--- src/sv/cmjd_pkg.sv ---
package cmjd_pkg;

    // sizing of the machine table, the job table and the counters
    localparam int NUM_MACHINES = 8;
    localparam int MACH_W       = 3;
    localparam int CAP_BITS     = 16;
    localparam int NUM_JOBS     = 256;
    localparam int JOB_W        = 8;
    localparam int COUNT_BITS   = 16;

    localparam logic [COUNT_BITS-1:0] COUNT_MAX = {COUNT_BITS{1'b1}};

    // operation codes carried on the input tuser
    localparam logic [1:0] MODE_REGISTER = 2'd0;
    localparam logic [1:0] MODE_ASSIGN   = 2'd1;
    localparam logic [1:0] MODE_COMPLETE = 2'd2;

    // selection criterion code for most finished jobs
    localparam logic [1:0] CRIT_MOST_DONE = 2'd1;

    // sequencer states
    typedef enum logic [2:0] {
        ST_IDLE,
        ST_REGISTER,
        ST_SCAN,
        ST_ASSIGN,
        ST_OWNER_RD,
        ST_COMPLETE,
        ST_DONE
    } state_t;

    // one machine slot as seen by the shared compare unit
    typedef struct packed {
        logic                  present;
        logic [CAP_BITS-1:0]   caps;
        logic [COUNT_BITS-1:0] cnt;
    } cand_t;

endpackage

--- src/sv/cmjd_pick_unit.sv ---
module cmjd_pick_unit
    import cmjd_pkg::*;
(
    input  cand_t                 cand,
    input  logic [CAP_BITS-1:0]   need,
    input  logic [COUNT_BITS-1:0] best_cnt,
    input  logic                  have_best,
    input  logic                  by_done,
    output logic                  take
);

    logic                  covers;
    logic [COUNT_BITS-1:0] cmp_a;
    logic [COUNT_BITS-1:0] cmp_b;
    logic                  better;

    // capability cover check
    assign covers = ((cand.caps & need) == need);

    // one magnitude comparator, operands swapped for most finished
    always_comb begin
        if (by_done) begin
            cmp_a = best_cnt;
            cmp_b = cand.cnt;
        end else begin
            cmp_a = cand.cnt;
            cmp_b = best_cnt;
        end
    end

    assign better = (cmp_a < cmp_b);

    // strict compare keeps ties on the lower index
    assign take = cand.present && covers && (!have_best || better);

endmodule

--- src/sv/capability_matched_job_dispatcher_top.sv ---
// channel   | ports      | tdata (low bit up)                                  | tuser
// ----------+------------+-----------------------------------------------------+-------------
// request   | s_axis_*   | machine_slot[2:0] cap_mask[18:3] job_slot[26:19]     | mode[1:0]
//           |            | criterion[28:27], zero to bit 31                    |
// result    | m_axis_*   | chosen_machine[2:0], zero to bit 7                  | found
//
// one transaction at a time: after acceptance, register passes through its update step,
// complete through a registered read of the job owner memory and an update step, an unknown
// mode goes straight to hand-off, and assign scans the eight slots through one shared compare
// unit, then a read-modify-write; each ends at hand-off, and idle then takes the next request
// aresetn is synchronous, active low; it clears valid bits, counters and the sequencer
// a waiting result only holds the sequencer at its hand-off step until it is taken
module capability_matched_job_dispatcher_top
    import cmjd_pkg::*;
(
    input  logic        aclk,
    input  logic        aresetn,
    input  logic        s_axis_tvalid,
    output logic        s_axis_tready,
    // machine_slot, cap_mask, job_slot, criterion, padding
    input  logic [31:0] s_axis_tdata,
    // mode
    input  logic [1:0]  s_axis_tuser,
    output logic        m_axis_tvalid,
    input  logic        m_axis_tready,
    // chosen_machine, padding
    output logic [7:0]  m_axis_tdata,
    // found
    output logic        m_axis_tuser
);

    state_t state_reg;
    state_t state_next;

    logic s_accept;
    logic load_out;

    // latched request
    logic [MACH_W-1:0]   slot_reg;
    logic [CAP_BITS-1:0] need_reg;
    logic [JOB_W-1:0]    job_reg;
    logic [1:0]          crit_reg;

    // machine table
    logic [NUM_MACHINES-1:0] present_reg;
    logic [CAP_BITS-1:0]     caps_reg [NUM_MACHINES];
    logic [COUNT_BITS-1:0]   open_reg [NUM_MACHINES];
    logic [COUNT_BITS-1:0]   done_reg [NUM_MACHINES];

    // job table
    logic [NUM_JOBS-1:0] job_known_reg;
    logic [MACH_W-1:0]   owner_mem [NUM_JOBS];
    logic [MACH_W-1:0]   owner_rd_reg;

    // scan state
    logic [MACH_W-1:0]     scan_idx_reg;
    logic [MACH_W-1:0]     best_idx_reg;
    logic [COUNT_BITS-1:0] best_cnt_reg;
    logic                  have_best_reg;

    // pending result and output register
    logic              res_found_reg;
    logic [MACH_W-1:0] res_mach_reg;
    logic              m_valid_reg;
    logic              m_found_reg;
    logic [MACH_W-1:0] m_mach_reg;

    cand_t cand;
    logic  by_done;
    logic  take;
    logic  owner_wr;

    assign s_accept = s_axis_tvalid && s_axis_tready;
    assign by_done  = (crit_reg == CRIT_MOST_DONE);
    assign owner_wr = (state_reg == ST_ASSIGN) && have_best_reg;

    // candidate presented to the shared compare unit
    always_comb begin
        cand.present = present_reg[scan_idx_reg];
        cand.caps    = caps_reg[scan_idx_reg];
        cand.cnt     = by_done ? done_reg[scan_idx_reg] : open_reg[scan_idx_reg];
    end

    cmjd_pick_unit u_pick (
        .cand      (cand),
        .need      (need_reg),
        .best_cnt  (best_cnt_reg),
        .have_best (have_best_reg),
        .by_done   (by_done),
        .take      (take)
    );

    // state register
    always_ff @(posedge aclk) begin
        if (!aresetn) begin
            state_reg <= ST_IDLE;
        end else begin
            state_reg <= state_next;
        end
    end

    // next state and handshake
    always_comb begin
        state_next    = state_reg;
        s_axis_tready = 1'b0;
        load_out      = 1'b0;
        unique case (state_reg)
            ST_IDLE: begin
                s_axis_tready = 1'b1;
                if (s_axis_tvalid) begin
                    unique case (s_axis_tuser)
                        MODE_REGISTER: state_next = ST_REGISTER;
                        MODE_ASSIGN:   state_next = ST_SCAN;
                        MODE_COMPLETE: state_next = ST_OWNER_RD;
                        default:       state_next = ST_DONE;
                    endcase
                end
            end
            ST_REGISTER: state_next = ST_DONE;
            ST_SCAN: begin
                if (scan_idx_reg == MACH_W'(NUM_MACHINES - 1)) begin
                    state_next = ST_ASSIGN;
                end
            end
            ST_ASSIGN:   state_next = ST_DONE;
            ST_OWNER_RD: state_next = ST_COMPLETE;
            ST_COMPLETE: state_next = ST_DONE;
            ST_DONE: begin
                if (!m_valid_reg || m_axis_tready) begin
                    load_out   = 1'b1;
                    state_next = ST_IDLE;
                end
            end
            default: state_next = ST_IDLE;
        endcase
    end

    // valid bits, counters and output valid
    always_ff @(posedge aclk) begin
        if (!aresetn) begin
            present_reg   <= '0;
            job_known_reg <= '0;
            m_valid_reg   <= 1'b0;
            for (int i = 0; i < NUM_MACHINES; i++) begin
                open_reg[i] <= '0;
                done_reg[i] <= '0;
            end
        end else begin
            if (load_out) begin
                m_valid_reg <= 1'b1;
            end else if (m_axis_tready) begin
                m_valid_reg <= 1'b0;
            end
            unique case (state_reg)
                ST_REGISTER: begin
                    present_reg[slot_reg] <= 1'b1;
                    open_reg[slot_reg]    <= '0;
                    done_reg[slot_reg]    <= '0;
                end
                ST_ASSIGN: begin
                    if (have_best_reg) begin
                        job_known_reg[job_reg] <= 1'b1;
                        if (open_reg[best_idx_reg] != COUNT_MAX) begin
                            open_reg[best_idx_reg] <= open_reg[best_idx_reg] + 1'b1;
                        end
                    end
                end
                ST_COMPLETE: begin
                    if (job_known_reg[job_reg]) begin
                        if (open_reg[owner_rd_reg] != '0) begin
                            open_reg[owner_rd_reg] <= open_reg[owner_rd_reg] - 1'b1;
                        end
                        if (done_reg[owner_rd_reg] != COUNT_MAX) begin
                            done_reg[owner_rd_reg] <= done_reg[owner_rd_reg] + 1'b1;
                        end
                    end
                end
                default: begin
                end
            endcase
        end
    end

    // job owner memory, registered read
    always_ff @(posedge aclk) begin
        if (owner_wr) begin
            owner_mem[job_reg] <= best_idx_reg;
        end
        owner_rd_reg <= owner_mem[job_reg];
    end

    // request latch, scan and result payload
    always_ff @(posedge aclk) begin
        if (s_accept) begin
            slot_reg      <= s_axis_tdata[2:0];
            need_reg      <= s_axis_tdata[18:3];
            job_reg       <= s_axis_tdata[26:19];
            crit_reg      <= s_axis_tdata[28:27];
            scan_idx_reg  <= '0;
            have_best_reg <= 1'b0;
            res_found_reg <= 1'b0;
            res_mach_reg  <= '0;
        end
        unique case (state_reg)
            ST_REGISTER: begin
                caps_reg[slot_reg] <= need_reg;
                res_found_reg      <= 1'b1;
                res_mach_reg       <= slot_reg;
            end
            ST_SCAN: begin
                scan_idx_reg <= scan_idx_reg + 1'b1;
                if (take) begin
                    best_idx_reg  <= scan_idx_reg;
                    best_cnt_reg  <= cand.cnt;
                    have_best_reg <= 1'b1;
                end
            end
            ST_ASSIGN: begin
                if (have_best_reg) begin
                    res_found_reg <= 1'b1;
                    res_mach_reg  <= best_idx_reg;
                end
            end
            ST_COMPLETE: begin
                if (job_known_reg[job_reg]) begin
                    res_found_reg <= 1'b1;
                    res_mach_reg  <= owner_rd_reg;
                end
            end
            default: begin
            end
        endcase
        if (load_out) begin
            m_found_reg <= res_found_reg;
            m_mach_reg  <= res_mach_reg;
        end
    end

    // result channel
    assign m_axis_tvalid = m_valid_reg;
    assign m_axis_tuser  = m_found_reg;
    assign m_axis_tdata  = {{(8 - MACH_W){1'b0}}, m_mach_reg};

endmodule

--- config.mk ---
export PLATFORM = sky130hd
export DESIGN_NAME = capability_matched_job_dispatcher_top
export DESIGN_NICKNAME = d
export VERILOG_FILES = /design/src/sv/cmjd_pkg.sv /design/src/sv/cmjd_pick_unit.sv /design/src/sv/capability_matched_job_dispatcher_top.sv
export SDC_FILE = /design/constraint.sdc
export NUM_CORES = 2
export LEC_CHECK = 0
export ABC_AREA = 0
export BUFFER_PORTS_ARGS = -buffer_cell sky130_fd_sc_hd__buf_4
export CAP_MARGIN = 20
export CELL_PAD_IN_SITES_DETAIL_PLACEMENT = 1
export CELL_PAD_IN_SITES_GLOBAL_PLACEMENT = 1
export CORE_ASPECT_RATIO = 0.5
export CORE_UTILIZATION = 57
export CTS_BUF_LIST = sky130_fd_sc_hd__clkbuf_2
export DETAILED_ROUTE_END_ITERATION = 8
export PLACE_DENSITY_LB_ADDON = 0.1
export SLEW_MARGIN = 20
export SYNTH_ARGS = -nofsm -noshare
export SYNTH_HDL_FRONTEND = slang
export SYNTH_HIERARCHICAL = 1
export SYNTH_SLANG_ARGS = --single-unit
--- constraint.sdc ---
create_clock -name aclk -period 7.5 [get_ports aclk]
set_input_delay 0.375 -clock aclk [delete_from_list [all_inputs] [get_ports aclk]]
set_output_delay 0.375 -clock aclk [all_outputs]
set_load 0.005 [all_outputs]
==> reports/results.txt <==
status: finished, final reports clean
global-route wire length before repair: 262 mm
layout cells sized above 1: 0.300
synth unique cells: 80
Final setup viols: 0
Area growth syn-to-layout: 9.41%
adder-cell share of the synthesized area: 0.00392
CTS buffer count: 336
most frequent CP cell: buf_4
Avg Inst Size Synth: 17.0 sq um
DRT iter0 DRCs: 4,138
Worst-Skew Late Latency: 1670 ps
crit-path max FO: 17
Worst Setup SP: job_reg[0]
die area: 113,000 sq um
gr usage total: 0.317
flops & latches, synth: 1,489
sequential area share after synthesis: 0.657
CP top delay family: buffers and inverters
placer congestion estimate: 0.851
LEAKAGE: 23.2 nW
unrepaired setup endpoints after global routing: false
Final HPWL DP: 108 mm
vias in the first global route: 40,000
initial antenna violation count: 2
DRC viols: 0
Overflow after GRT: 0
DIE HEIGHT: 239 um
pwr dens: 261 nW/um^2
final max-slew violation count: 0
Via density: 6.47
total power: 0.0182 W
Mapped Cells: 3,749
drt total wl: 177 mm
worst-margin pin slew: 1130 ps
H-tree depth: 5
Fin Clk Skew: 215 ps
largest family of logic cells by synthesized area: multiplexers
wire length per cell: 30.2 um
Simple-Gate Fraction of Synth Area: 0.0576
dpl ws: 1580 ps
Clock transition at path regs: 140 ps
port bufs: 40
# clock sinks: 1,489
core footprint: 111,000 sq um
depth of the most critical reg-to-reg path: 12
mux contribution to synthesized area: 0.204
largest net degree at the start of global routing: 257
max FFs per register: 768
Ys Warns: 6
vias: 37,900
antenna-violating nets left: 0
setup_tns: 0 ps
crit share post-route: 0.808
number of flops mapped to enable cells by yosys: 1,207
Slew Limit Headroom: 0.246
# rows: 86
most used flip-flop cell after synthesis: edfxtp_1
DR pass1 iterations: 5
minimum clock period: 6060 ps
largest area contributor in the netlist: edfxtp_1
Compound-Gate Fraction of Synth Area: 0.0500
final worst-path setup slack: 1440 ps
Crit path required time: 8760 ps
stages on the worst setup path: 12
post-synthesis xor/xnor area fraction: 0.00508
Crit Reg-Reg Endpoint: open_reg[6][13]
Critical Path Start Type: flop
WP buf/inv: 4
worst-path cell chain: buf_4, mux4_2, mux4_2, nor2_1, a2111oi_0, a2111oi_2, a41oi_2, buf_4, a22oi_4, buf_4, nand2_1, buf_4
Initial Utilization: 0.577
WHS: 452 ps
VDD IR-drop max: 0.181 mV
Hold Vio Cnt, Final: 0
clock buffer depth: 4
R2R Setup Slk: 1440 ps
CP endpoint: open_reg[6][13]
Synth top area share: 0.568
Area contributors post-synth: edfxtp_1 57%, mux4_2 18%, dfxtp_1 8.8%, o21a_1 3.1%, nor2_1 3.0%
max_cap viols: 0
biggest cell delay along the critical path: 1050 ps
Slowest cell on crit path: edfxtp_1
CP arrival: 7310 ps
Die W: 475 um
Hold Crit Class: in2reg
fmax: 165 MHz
Setup CP Type: reg2reg
CTS tree: yes
fraction of registers with async set/reset: 0
Reg-to-Reg Start: job_reg[0]
Cell Area, Synth: 63,800 sq um
Root Driver: clkbuf_2
I/O pin cnt: 49
Final #Nets: 4,153
crit end category: flop
## cell families after synthesis
group | count (synthesis)
AND/OR/NAND/NOR | 842
buffers and inverters | 291
AO/OA/AOI/OAI | 414
flip-flops | 1489
XOR/XNOR | 37
other | 1
adder cells (fa/ha/maj) | 20
multiplexers | 655
## worst min path at each step
stage                     depth (start not counted)                end              start  slack (ps)
after floorplan                                   0       m_axis_tuser      res_found_reg         410
after global placement                            1  job_known_reg[26]  job_known_reg[26]         440
final                                             6       state_reg[1]    s_axis_tuser[0]         450
after CTS                                         6       state_reg[1]    s_axis_tuser[0]         230
after global routing                              6       state_reg[1]    s_axis_tuser[0]         370
after detailed placement                          1     present_reg[4]     present_reg[4]         450
## power breakdown
| part | total (W) | internal [W] | switching (W) |
|---|---|---|---|
| combinational | 0.00364 | 0.00166 | 0.00198 |
| clock | 0.00522 | 0.00191 | 0.00331 |
| sequential | 0.00934 | 0.00902 | 0.000325 |
| total | 0.0182 | 0.0126 | 0.00561 |
## metrics by stage
stage,cell area [sq um],utilization,cells
global placement,65700,0.595,5147
detailed placement,65700,0.595,5147
finish,69800,0.632,5850
floorplan,63800,-,3753
CTS,69700,0.631,5841
global route,69800,0.632,5850
## worst min-delay path: cells and delay by family
kind	cells	cell delay (ps)
simple gates	2	190
compound gates	1	160
buf+inv	3	1240
## routing by layer
metal / track usage / vias to the layer above / share of wire
met2: 0.507 / 1769 / 0.49
met3: 0.0598 / 316 / 0.076
li1: - / 15700 / -
met1: 0.442 / 20000 / 0.41
met5: 0 / - / 0
met4: 0.111 / 0 / 0.027
## cell usage in the layout, fill, tap and decap left out, types with 24 or more instances in the layout
master,n
nor3_1,70
inv_1,34
mux2i_1,95
edfxtp_1,1207
nand2_1,100
nand3_1,45
a21oi_1,24
mux2_2,46
clkinv_1,50
dlygate4sd3_1,102
buf_4,143
clkbuf_2,530
dfxtp_1,275
o21a_1,267
nor2_1,501
xnor2_1,25
mux4_2,514
## repair_timing
action                                 CTS  global route
endpoints found under the hold margin  422             0
setup buffers                            0             0
hold buffers                           103             0
gates resized for setup                  0             0
## Yosys cell counts, types with 4 or more instances
master / instances
edfxtp_1: 1207
mux4_2: 514
nor2_1: 507
dfxtp_1: 282
o21a_1: 267
clkbuf_1: 125
nand2_1: 103
mux2i_1: 95
nor3_1: 73
buf_2: 59
mux2_2: 46
nand3_1: 45
inv_1: 35
buf_4: 27
buf_1: 25
xnor2_1: 25
a21oi_1: 24
o21ai_0: 23
ha_1: 20
nor2b_1: 17
buf_6: 16
nand3b_1: 15
nand2b_1: 13
and2_1: 12
nand4_1: 12
xor2_1: 12
or3_1: 11
a22oi_1: 10
a31oi_1: 9
o32a_1: 9
a211oi_1: 8
a21o_1: 6
and3_1: 6
nor3b_1: 6
o22ai_1: 6
a221oi_1: 5
a2bb2oi_2: 4
o22a_1: 4
## cell type report
class	count	area [sq um]
Timing Repair Buffer	258	2340
Inverter	37	140
Antenna cell	6	15.0
Sequential cell	1489	41900
Multi-Input combinational cell	1973	20600
Clock inverter	61	302
Tap cell	1496	1870
Fill cell	10000	40700
Clock buffer	530	2650
Note: power is estimated with default switching activity, not from simulation.
